`config.mk`:
```
export PLATFORM = sky130hd
export DESIGN_NAME = halfpel_motion_comp_row_unit_flat
export DESIGN_NICKNAME = d
export VERILOG_FILES = /design/src/sv/hpmc_pkg.sv /design/src/sv/hpmc_if.sv /design/src/sv/hpmc_lane.sv /design/src/sv/hpmc_merge.sv /design/src/sv/halfpel_motion_comp_row_unit.sv /design/src/flat_wrapper.sv
export SDC_FILE = /design/constraint.sdc
export NUM_CORES = 2
export LEC_CHECK = 0
export ABC_AREA = 1
export BUFFER_PORTS_ARGS = -buffer_cell sky130_fd_sc_hd__buf_4
export CORE_UTILIZATION = 59
export CTS_BUF_LIST = sky130_fd_sc_hd__clkbuf_4
export CTS_CLUSTER_DIAMETER = 40
export DETAILED_ROUTE_END_ITERATION = 12
export GPL_TIMING_DRIVEN = 0
export PLACE_DENSITY = 0.84
export SETUP_SLACK_MARGIN = 0.3
export SLEW_MARGIN = 20
export SYNTH_ARGS = -nofsm -noshare
export SYNTH_HDL_FRONTEND = slang
export SYNTH_HIERARCHICAL = 1
export SYNTH_SLANG_ARGS = --single-unit
export TNS_END_PERCENT = 50
```
`constraint.sdc`:
```
create_clock -name clk -period 10.9 [get_ports clk]
set_input_delay 0.545 -clock clk [delete_from_list [all_inputs] [get_ports clk]]
set_output_delay 0.545 -clock clk [all_outputs]
set_load 0.05 [all_outputs]
```
`src/sv/hpmc_pkg.sv`:
```
// shared types and constants of the half-pel motion compensation row unit
// no dependencies; used by the interfaces, the lane, the merge stage and the top level
`default_nettype none

package hpmc_pkg;

  localparam int unsigned PIX_W     = 8;
  localparam int unsigned NUM_LANES = 16;
  localparam int unsigned HALF_LANES = NUM_LANES / 2;
  localparam int unsigned ROW_PIX   = NUM_LANES + 1;
  localparam int unsigned WORD_W    = HALF_LANES * PIX_W;
  localparam int unsigned OPCODE_W  = 4;

  // opcode bit positions
  localparam int unsigned OP_AVG_BIT    = 3;
  localparam int unsigned OP_NARROW_BIT = 2;

  typedef logic [PIX_W-1:0] pix_t;

  typedef enum logic [1:0] {
    MODE_COPY = 2'd0,
    MODE_X    = 2'd1,
    MODE_Y    = 2'd2,
    MODE_XY   = 2'd3
  } mode_t;

  // per-row control shared by all lanes
  typedef struct packed {
    mode_t mode;
    logic  avg_en;
    logic  narrow;
    logic  cur_par;
  } lane_ctl_t;

  // one result beat
  typedef struct packed {
    logic [WORD_W-1:0] pred_lo;
    logic [WORD_W-1:0] pred_hi;
    logic              last_out;
  } out_beat_t;

endpackage

`default_nettype wire

```
`src/sv/hpmc_if.sv`:
```
// valid/ready channel interfaces for the input rows and the predicted rows
// depends on hpmc_pkg
`default_nettype none

interface hpmc_in_if;
  logic                          valid;
  logic                          ready;
  logic [hpmc_pkg::OPCODE_W-1:0] opcode;
  logic                          start_block;
  logic                          last_row;
  logic [hpmc_pkg::WORD_W-1:0]   ref_lo;
  logic [hpmc_pkg::WORD_W-1:0]   ref_hi;
  logic [hpmc_pkg::PIX_W-1:0]    ref_tail;
  logic [hpmc_pkg::WORD_W-1:0]   dest_lo;
  logic [hpmc_pkg::WORD_W-1:0]   dest_hi;

  modport source (
    output valid, opcode, start_block, last_row, ref_lo, ref_hi, ref_tail,
           dest_lo, dest_hi,
    input  ready
  );
  modport sink (
    input  valid, opcode, start_block, last_row, ref_lo, ref_hi, ref_tail,
           dest_lo, dest_hi,
    output ready
  );
endinterface

interface hpmc_out_if;
  logic                        valid;
  logic                        ready;
  logic [hpmc_pkg::WORD_W-1:0] pred_lo;
  logic [hpmc_pkg::WORD_W-1:0] pred_hi;
  logic                        last_out;

  modport source (
    output valid, pred_lo, pred_hi, last_out,
    input  ready
  );
  modport sink (
    input  valid, pred_lo, pred_hi, last_out,
    output ready
  );
endinterface

`default_nettype wire

```
`src/sv/hpmc_lane.sv`:
```
// one pixel lane: copy, horizontal, vertical or diagonal half-pel, then optional dest average
// depends on hpmc_pkg
`default_nettype none

module hpmc_lane (
  input  hpmc_pkg::lane_ctl_t ctl,
  input  hpmc_pkg::pix_t      cur0,
  input  hpmc_pkg::pix_t      cur1,
  input  hpmc_pkg::pix_t      prv0,
  input  hpmc_pkg::pix_t      prv1,
  input  hpmc_pkg::pix_t      dst,
  output hpmc_pkg::pix_t      px
);

  function automatic hpmc_pkg::pix_t mean8(input hpmc_pkg::pix_t a, input hpmc_pkg::pix_t b);
    logic [hpmc_pkg::PIX_W:0] s;
    s = {1'b0, a} + {1'b0, b} + {{hpmc_pkg::PIX_W{1'b0}}, 1'b1};
    return s[hpmc_pkg::PIX_W:1];
  endfunction

  function automatic hpmc_pkg::pix_t dec_sat(input hpmc_pkg::pix_t a);
    return (a == '0) ? a : a - hpmc_pkg::pix_t'(1);
  endfunction

  hpmc_pkg::pix_t m_pc0, m_pc1, h_cur, h_prv, v;

  always_comb begin
    m_pc0 = mean8(prv0, cur0);
    m_pc1 = mean8(prv1, cur1);
    h_cur = mean8(cur0, cur1);
    h_prv = mean8(prv0, prv1);
    unique case (ctl.mode)
      hpmc_pkg::MODE_COPY: v = cur0;
      hpmc_pkg::MODE_X:    v = h_cur;
      hpmc_pkg::MODE_Y:    v = m_pc0;
      hpmc_pkg::MODE_XY: begin
        if (ctl.avg_en && ctl.narrow) begin
          // column-wise form for 8-wide average
          v = mean8(dec_sat(m_pc0), m_pc1);
        end else if (ctl.cur_par) begin
          v = mean8(h_prv, dec_sat(h_cur));
        end else begin
          v = mean8(dec_sat(h_prv), h_cur);
        end
      end
      default: v = cur0;
    endcase
    px = ctl.avg_en ? mean8(v, dst) : v;
  end

endmodule

`default_nettype wire

```
`src/sv/hpmc_merge.sv`:
```
// merge stage: packs the lane bytes into a result beat and holds it in an output register with skid
// depends on hpmc_pkg
`default_nettype none

module hpmc_merge (
  input  logic                clk,
  input  logic                rst_n,
  input  hpmc_pkg::pix_t      lane_px [hpmc_pkg::NUM_LANES],
  input  logic                narrow,
  input  logic                last_row,
  input  logic                produce,
  output logic                in_ready,
  output logic                out_valid,
  input  logic                out_ready,
  output hpmc_pkg::out_beat_t out_beat
);

  hpmc_pkg::out_beat_t new_beat;
  hpmc_pkg::out_beat_t out_r, skid_r;
  logic                out_v_r, skid_v_r;
  logic                out_free;

  always_comb begin
    new_beat = '0;
    for (int i = 0; i < hpmc_pkg::HALF_LANES; i++) begin
      new_beat.pred_lo[i*hpmc_pkg::PIX_W +: hpmc_pkg::PIX_W] = lane_px[i];
      // upper half is zero at width 8
      new_beat.pred_hi[i*hpmc_pkg::PIX_W +: hpmc_pkg::PIX_W] =
        narrow ? '0 : lane_px[i + hpmc_pkg::HALF_LANES];
    end
    new_beat.last_out = last_row;
  end

  assign out_free  = !out_v_r || out_ready;
  assign in_ready  = !skid_v_r;
  assign out_valid = out_v_r;
  assign out_beat  = out_r;

  always_ff @(posedge clk) begin
    if (!rst_n) begin
      out_v_r  <= 1'b0;
      skid_v_r <= 1'b0;
    end else if (out_free) begin
      if (skid_v_r) begin
        out_r    <= skid_r;
        out_v_r  <= 1'b1;
        skid_v_r <= 1'b0;
      end else begin
        out_r   <= new_beat;
        out_v_r <= produce;
      end
    end else if (produce) begin
      skid_r   <= new_beat;
      skid_v_r <= 1'b1;
    end
  end

endmodule

`default_nettype wire

```
`src/sv/halfpel_motion_comp_row_unit.sv`:
```
// half-pel motion compensation row unit: sixteen pixel lanes, previous-row state, merge stage
// depends on hpmc_pkg, hpmc_if, hpmc_lane and hpmc_merge
//
// usage
//   in_ch carries one reference row of 17 pixels plus 16 destination pixels per beat,
//   with an opcode picking put/average, width 16/8 and copy, x, y or xy half-pel.
//   out_ch carries one predicted row per beat (pred_hi zero at width 8).
//   in the y and xy modes a beat with start_block set only primes the previous-row
//   state and yields no result beat.
// timing
//   all sixteen lanes work in parallel on one beat; its result is registered in the merge
//   output register, or in the skid register while out_ch stalls, and the unit
//   takes one beat every cycle while out_ch keeps up.
// reset
//   synchronous rst_n clears the previous row to zero, the row parity to zero and the
//   output and skid valids; the unit is ready once reset is released.
// stall
//   when out_ch stalls, one more result is caught in a skid register and in_ch.ready
//   then drops until the held beat drains; no result is lost or repeated.
`default_nettype none

module halfpel_motion_comp_row_unit (
  input  logic                clk,
  input  logic                rst_n,
  hpmc_in_if.sink             in_ch,
  hpmc_out_if.source          out_ch
);

  // previous reference row and its parity within the block
  hpmc_pkg::pix_t prev_r [hpmc_pkg::ROW_PIX];
  logic           parity_r;

  hpmc_pkg::pix_t      cur [hpmc_pkg::ROW_PIX];
  hpmc_pkg::pix_t      dst [hpmc_pkg::NUM_LANES];
  hpmc_pkg::pix_t      lane_px [hpmc_pkg::NUM_LANES];
  hpmc_pkg::lane_ctl_t ctl;
  hpmc_pkg::out_beat_t out_beat;
  logic                in_acc;
  logic                primes;
  logic                produce;
  logic                in_ready;
  logic                out_valid;

  // unpack the beat into pixels
  always_comb begin
    for (int i = 0; i < hpmc_pkg::HALF_LANES; i++) begin
      cur[i] = in_ch.ref_lo[i*hpmc_pkg::PIX_W +: hpmc_pkg::PIX_W];
      cur[i + hpmc_pkg::HALF_LANES] = in_ch.ref_hi[i*hpmc_pkg::PIX_W +: hpmc_pkg::PIX_W];
      dst[i] = in_ch.dest_lo[i*hpmc_pkg::PIX_W +: hpmc_pkg::PIX_W];
      dst[i + hpmc_pkg::HALF_LANES] = in_ch.dest_hi[i*hpmc_pkg::PIX_W +: hpmc_pkg::PIX_W];
    end
    cur[hpmc_pkg::NUM_LANES] = in_ch.ref_tail;
  end

  // row control shared by the lanes
  always_comb begin
    ctl.mode    = hpmc_pkg::mode_t'(in_ch.opcode[1:0]);
    ctl.avg_en  = in_ch.opcode[hpmc_pkg::OP_AVG_BIT];
    ctl.narrow  = in_ch.opcode[hpmc_pkg::OP_NARROW_BIT];
    // a block start is row 0, otherwise the parity flips
    ctl.cur_par = in_ch.start_block ? 1'b0 : !parity_r;
  end

  assign in_acc  = in_ch.valid && in_ready;
  // vertical modes use the first row of a block only as state
  assign primes  = in_ch.start_block &&
                   (ctl.mode == hpmc_pkg::MODE_Y || ctl.mode == hpmc_pkg::MODE_XY);
  assign produce = in_acc && !primes;

  for (genvar g = 0; g < hpmc_pkg::NUM_LANES; g++) begin : g_lane
    hpmc_lane u_lane (
      .ctl  (ctl),
      .cur0 (cur[g]),
      .cur1 (cur[g+1]),
      .prv0 (prev_r[g]),
      .prv1 (prev_r[g+1]),
      .dst  (dst[g]),
      .px   (lane_px[g])
    );
  end

  // every taken beat, in every mode, becomes the previous row
  always_ff @(posedge clk) begin
    if (!rst_n) begin
      for (int i = 0; i < hpmc_pkg::ROW_PIX; i++) begin
        prev_r[i] <= '0;
      end
      parity_r <= 1'b0;
    end else if (in_acc) begin
      for (int i = 0; i < hpmc_pkg::ROW_PIX; i++) begin
        prev_r[i] <= cur[i];
      end
      parity_r <= ctl.cur_par;
    end
  end

  hpmc_merge u_merge (
    .clk       (clk),
    .rst_n     (rst_n),
    .lane_px   (lane_px),
    .narrow    (ctl.narrow),
    .last_row  (in_ch.last_row),
    .produce   (produce),
    .in_ready  (in_ready),
    .out_valid (out_valid),
    .out_ready (out_ch.ready),
    .out_beat  (out_beat)
  );

  assign in_ch.ready     = in_ready;
  assign out_ch.valid    = out_valid;
  assign out_ch.pred_lo  = out_beat.pred_lo;
  assign out_ch.pred_hi  = out_beat.pred_hi;
  assign out_ch.last_out = out_beat.last_out;

  // input back-pressure only while a result is held on the output
  a_stall_holds_result: assert property (@(posedge clk) disable iff (!rst_n)
    !in_ch.ready |-> out_ch.valid)
    else $error("input stalled with no result held");

  // a block start always restarts the row parity
  a_start_clears_parity: assert property (@(posedge clk) disable iff (!rst_n)
    (in_acc && in_ch.start_block) |=> !parity_r)
    else $error("row parity not cleared at block start");

  // the previous row follows each taken beat
  a_prev_row_capture: assert property (@(posedge clk) disable iff (!rst_n)
    in_acc |=> (prev_r[0] == $past(in_ch.ref_lo[7:0]) &&
                prev_r[hpmc_pkg::NUM_LANES] == $past(in_ch.ref_tail)))
    else $error("previous row not captured");

  // a priming row never produces a result beat
  a_prime_silent: assert property (@(posedge clk) disable iff (!rst_n)
    (in_acc && primes && !out_ch.valid) |=> !out_ch.valid)
    else $error("priming row produced a result");

endmodule

`default_nettype wire

```
`src/flat_wrapper.sv`:
```
// flat-port wrapper written by rule: the top's interface ports become plain ports
module halfpel_motion_comp_row_unit_flat 
  (clk, rst_n, in_ch_valid, in_ch_opcode, in_ch_start_block, in_ch_last_row, in_ch_ref_lo, in_ch_ref_hi, in_ch_ref_tail, in_ch_dest_lo, in_ch_dest_hi, in_ch_ready, out_ch_valid, out_ch_pred_lo, out_ch_pred_hi, out_ch_last_out, out_ch_ready);
  hpmc_in_if in_ch_i ();
  hpmc_out_if out_ch_i ();
  input  logic clk;
  input  logic rst_n;
  input wire logic [$bits(in_ch_i.valid)-1:0] in_ch_valid;
  input wire logic [$bits(in_ch_i.opcode)-1:0] in_ch_opcode;
  input wire logic [$bits(in_ch_i.start_block)-1:0] in_ch_start_block;
  input wire logic [$bits(in_ch_i.last_row)-1:0] in_ch_last_row;
  input wire logic [$bits(in_ch_i.ref_lo)-1:0] in_ch_ref_lo;
  input wire logic [$bits(in_ch_i.ref_hi)-1:0] in_ch_ref_hi;
  input wire logic [$bits(in_ch_i.ref_tail)-1:0] in_ch_ref_tail;
  input wire logic [$bits(in_ch_i.dest_lo)-1:0] in_ch_dest_lo;
  input wire logic [$bits(in_ch_i.dest_hi)-1:0] in_ch_dest_hi;
  output wire logic [$bits(in_ch_i.ready)-1:0] in_ch_ready;
  output wire logic [$bits(out_ch_i.valid)-1:0] out_ch_valid;
  output wire logic [$bits(out_ch_i.pred_lo)-1:0] out_ch_pred_lo;
  output wire logic [$bits(out_ch_i.pred_hi)-1:0] out_ch_pred_hi;
  output wire logic [$bits(out_ch_i.last_out)-1:0] out_ch_last_out;
  input wire logic [$bits(out_ch_i.ready)-1:0] out_ch_ready;
  assign in_ch_i.valid = in_ch_valid;
  assign in_ch_i.opcode = in_ch_opcode;
  assign in_ch_i.start_block = in_ch_start_block;
  assign in_ch_i.last_row = in_ch_last_row;
  assign in_ch_i.ref_lo = in_ch_ref_lo;
  assign in_ch_i.ref_hi = in_ch_ref_hi;
  assign in_ch_i.ref_tail = in_ch_ref_tail;
  assign in_ch_i.dest_lo = in_ch_dest_lo;
  assign in_ch_i.dest_hi = in_ch_dest_hi;
  assign in_ch_ready = in_ch_i.ready;
  assign out_ch_valid = out_ch_i.valid;
  assign out_ch_pred_lo = out_ch_i.pred_lo;
  assign out_ch_pred_hi = out_ch_i.pred_hi;
  assign out_ch_last_out = out_ch_i.last_out;
  assign out_ch_i.ready = out_ch_ready;
  halfpel_motion_comp_row_unit u_core (.clk(clk), .rst_n(rst_n), .in_ch(in_ch_i), .out_ch(out_ch_i));
endmodule
```
# Word-level counts from Yosys, hierarchy flattened
# Memory sizes are Yosys's and may differ from the RTL's.
# Index checks and enable logic that the tools add are counted.
# Widths: inputs -> output; s select.
# word_totals
register_bits	261
ramBits	136
inputBits	274
output_inout_bits	131
elab_cells	512
n_memories	1
# classes
add_sub_neg	274
n_eq_ne	3
n_mux	144
bitwise_logic	19
n_reduce_logical	62
# mem_list
name	words	width	rd	rd_clocked_by_memory_dff	write_ports	line_no	source
u_core.prev_r	17	8	17	0	17	halfpel_motion_comp_row_unit.sv:30	hpmc_pkg::pix_t prev_r [hpmc_pkg::ROW_PIX];
# ops
operator	n
$add 8x8->9	113
$add 9x1->9 const B	113
$mux 8	121
$pmux 8 s4	16
$logic_not 8->1	48
$sub 8x1->8 const B	48
$mux 129	1
$or 1x1->1	17
$mux 1	6
$eq 2x2->1 const B	2
$logic_and 1x1->1	4
$logic_not 1->1	4
$reduce_and 3->1	1
$eq 2x1->1 const B	1
$logic_not 2->1	1
$logic_or 1x1->1	2
$not 1->1	2
$reduce_and 2->1	1
$reduce_or 2->1	1

# Longest topological paths before layout
# logic_depth
word_depth	14
ltp_mapped	40
mapped_depth_nobuf	40

# Hierarchy
# The synthesis kept the hierarchy.
# by_module_without_submodules
mod	instances	cells_each	area_each_um2	seq_area_each_um2
hpmc_lane at u_core.g_lane[12].u_lane ...	5	726	4156.5	0.0
hpmc_lane at u_core.g_lane[0].u_lane ...	5	717	4120.2	0.0
hpmc_merge	1	828	10109.7	7787.5
hpmc_lane at u_core.g_lane[6].u_lane ...	2	708	3973.8	0.0
halfpel_motion_comp_row_unit	1	433	5376.4	4103.9
hpmc_lane at u_core.g_lane[8].u_lane	1	739	4227.8	0.0
hpmc_lane at u_core.g_lane[9].u_lane	1	723	4043.9	0.0
hpmc_lane at u_core.g_lane[5].u_lane	1	715	4040.1	0.0
hpmc_lane at u_core.g_lane[11].u_lane	1	713	3997.6	0.0

# Least setup slack after synthesis
# OpenSTA, ideal clock, no wires.
# synth_path
path_type	input to register
start	input port out_ch_ready
end	register u_core.u_merge.out_r, in the netlist u_core/u_merge/out_beat[0] (enable)
setup_ps	816
t_arrival_ps	9877
required_ps	10084
slack_ps	207
path_stages	2
n_path_buf	0
cell_sequence	inv_1 -> a21boi_0
# synth_between
elab_chain_cells	2
# synth_rtl
item	line_no	source
start: declaration	flat_wrapper.sv:22	input wire logic [$bits(out_ch_i.ready)-1:0] out_ch_ready;
$logic_or 1x1->1	hpmc_merge.sv:34	assign out_free = !out_v_r || out_ready;
$reduce_and 2->1 (no source line)	n/a	
end signal: assignment	hpmc_merge.sv:45	out_r <= skid_r;
end signal: assignment	hpmc_merge.sv:49	out_r <= new_beat;
end: declaration	hpmc_merge.sv:19	hpmc_pkg::out_beat_t out_r, skid_r;
# No other way between the ends.
# A chain may end at the register's enable or synchronous reset.

==> metrics.txt <==
status=completed; fin crit share=57.33%; count leader, synth=nand2_1; first-pass iteration count of the detailed router=7; Worst-Margin Slew=1.130 ns; initial antenna violation count=19; Placed Area=86830 um^2; crit path max-delay cell type=edfxtp_1; fill count=12190; TritonCTS clock tree=built; fmax=160.0 MHz; number of endpoints failing setup at the final stage=0; Design Area, Final=89970 um^2; Hold Vio Cnt, Final=0; Sequential Area=11890 um^2; Slew headroom=24.69%; area delta synth->final=10.90%; Via Count=88270; Post-Syn Area=81130 um^2; Most used DFF post-synth=edfxtp_1; CTS root buf=clkbuf_4; slack of the critical path=4.651 ns; GRT Total Usage=38.25%; Leakage Power=49.68 nW; pwr/cell area=147.3 nW/um^2; die width=372.8 um; clock latency on the worst-skew pair=1.05 ns; ANT nets after route=0; Max Root-Sink Buffers=3; routed length per instance=18.06 um; first-pass GRT wire length=428.8 mm; drt total wl=277.5 mm; chip height=372.8 um; critical path class=flip-flop to flip-flop; Max Slew Vio Count=0; mean area per synthesized cell=6.347 um^2; Remaining Overflow, GRT=0; layout net count=14900; CP Capture Type=flip-flop; layout cells sized above 1=12.71%; Unique masters post-synth=58; Mapped Cells=12780; pre-CTS WS=4.595 ns; DIE AREA=139000 um^2; Max H-tree Level=3; Area contributors post-synth=nand2_1 16%, ha_1 16%, edfxtp_1 15%; flop and latch count out of synthesis=397; Max Cap Viol=0; Synth top area share=15.97%; CP startpoint kind=flip-flop; number of flops mapped to enable cells by yosys=394; asr flop ratio synth=0%; min-delay src=in_ch_dest_lo[9]; crit path from=u_core/prev_r[0][73]$_SDFFCE_PN0P_; Yosys warnings=6; Initial Util=59.66%; Period minus WS final=6.249 ns; pin count of the biggest net entering global routing=71; CP arrival=7.08 ns; Clock Skew=0.08712 ns; Synthesized Nets=14210; I/O pins=405; num rows=135; DRC=0; DR iter-0 viols=8936; clock sink count=397; sequential fraction of the synthesis area=14.66%; area of the multi-input gates=60590 um^2; GP Congestion=1.032; CP max FO=8; postcts setup bufs=0; # port buffers=403; vias in the first global route=81970; final core occ=66.17%; Core Area=136000 um^2; WP data required=11.74 ns; Vias/cell=5.747; peak supply drop=0.0001146 V; RSZ-0062 raised after global routing=no; biggest area consumer among synthesized cells=nand2_1; clock-pin slew on the worst setup and hold paths=0.07 ns; Num CTS Buffers=111; HP Class=input port to flip-flop; top cells by count, synth=3452 x nand2_1, 2003 x inv_1, 1167 x nand3_1; DPL Wire Length=224.5 mm; R2R Path Start=u_core/prev_r[0][73]$_SDFFCE_PN0P_; CP max stage delay=0.57 ns
-- routing by layer --
metal | global-route usage (%) | vias up | share of wire (%)
met5 | 0 | - | 0.0047
met4 | 17.50 | 2 | 4.9
met3 | 5.857 | 724 | 9.1
met2 | 62.63 | 3996 | 45
met1 | 49.40 | 40440 | 41
li1 | - | 43120 | -
-- cells in the final DEF (no fill, tap or decap), types with 27 or more instances in the layout --
| cell type | count |
|---|---|
| fa_1 | 128 |
| nand3_1 | 1167 |
| xor2_1 | 190 |
| nand2_4 | 57 |
| nand3b_1 | 126 |
| a21boi_1 | 74 |
| o21ai_1 | 42 |
| buf_2 | 81 |
| nor2_1 | 990 |
| dlygate4sd3_1 | 157 |
| edfxtp_1 | 394 |
| o21ai_0 | 455 |
| ha_1 | 1024 |
| nand4_1 | 161 |
| a21oi_2 | 55 |
| nor2_2 | 72 |
| nor3_1 | 77 |
| a211oi_1 | 34 |
| nand3_4 | 27 |
| or2_2 | 116 |
| a21oi_1 | 791 |
| xnor2_1 | 196 |
| nor2_4 | 76 |
| clkbuf_4 | 156 |
| inv_2 | 127 |
| nand2_2 | 362 |
| o211ai_1 | 29 |
| inv_1 | 2003 |
| nand2_1 | 3451 |
| clkinv_1 | 38 |
| a21o_1 | 42 |
| buf_4 | 411 |
| o21bai_1 | 76 |
| a31oi_1 | 52 |
| nand3_2 | 101 |
-- worst max-delay path: cells and delay by family, from the launching register on --
family	cells	cell delay, ns
AOI/OAI and AO/OA	8	1.33
xor gates and xnor gates	1	0.48
adders and majority gates	4	1.66
buffers and inverters	3	0.45
DFF	1	0.57
and+or+nand+nor	12	1.55
-- per-stage QoR --
| stage | instances | TNS, ns | total power (W) | hold WS (ns) |
|---|---|---|---|---|
| 6_report | 15360 | 0 | 0.01325 | 0.1069 |
| 5_1_grt | 15360 | 0 | 0.01444 | 0.05026 |
| 4_1_cts | 15340 | 0 | 0.01303 | 0.004104 |
| 3_5_place_dp | 14980 | 0 | 0.01144 | 0.5035 |
| 3_3_place_gp | 14970 | -267.76 | 0.01117 | 0.4588 |
| 2_1_floorplan | 12780 | 0 | 0.009165 | 0.4482 |
-- sequential cells by signal (all words and copies together) (netlist names) --
name / cells
u_core/u_merge/skid_r: 129
u_core/parity_r: 1
u_core/u_merge/out_beat: 129
u_core/u_merge/skid_v_r: 1
u_core/prev_r: 136
u_core/u_merge/out_valid: 1
-- cell families (layout without fill, tap and decap cells) --
kind of cell	count (synthesis)	in the layout	synth area share, %
other	0	19	0
AO/OA/AOI/OAI	1727	1727	12.08
multiplexers	16	16	0.1974
adder cells (fa/ha/maj)	1152	1152	18.95
flip-flops	397	397	14.66
buffers and inverters	2257	3036	10.70
XOR/XNOR	388	388	4.207
AND/OR/NAND/NOR	6845	6845	39.21
-- area by class of cell --
class / instances / share of cell area, %
multi-input cells: 10130 / 67.34
flip-flops and latches: 397 / 13.22
inverters: 2144 / 8.950
repair buffers: 578 / 5.597
well taps: 1781 / 2.477
clock buffers: 156 / 1.302
plain buffers: 113 / 0.7009
clock inverters: 45 / 0.3616
diodes: 19 / 0.05284
-- final timing paths --
path	endpoint	slack, ns	cells past startpoint
worst max-delay path	u_core/u_merge/out_beat[8]$_DFFE_PP_	4.65	28
worst min-delay path	u_core/u_merge/skid_r[73]$_DFFE_PP_	0.11	4
worst max register to register	u_core/u_merge/out_beat[8]$_DFFE_PP_	4.65	28
worst min register to register	u_core/u_merge/out_beat[1]$_DFFE_PP_	0.51	2
-- where the power goes --
group,switching [W],internal (W)
sequential,0.000119,0.00187
clock,0.000708,0.000780
combinational,0.00632,0.00346
total,0.00714,0.00611
-- what timing repair did --
item                      CTS  global route
resized for setup           0             0
hold endpoints to repair  201             0
hold buffers              158             0
No activity file was read; power rests on OpenSTA's default activity.
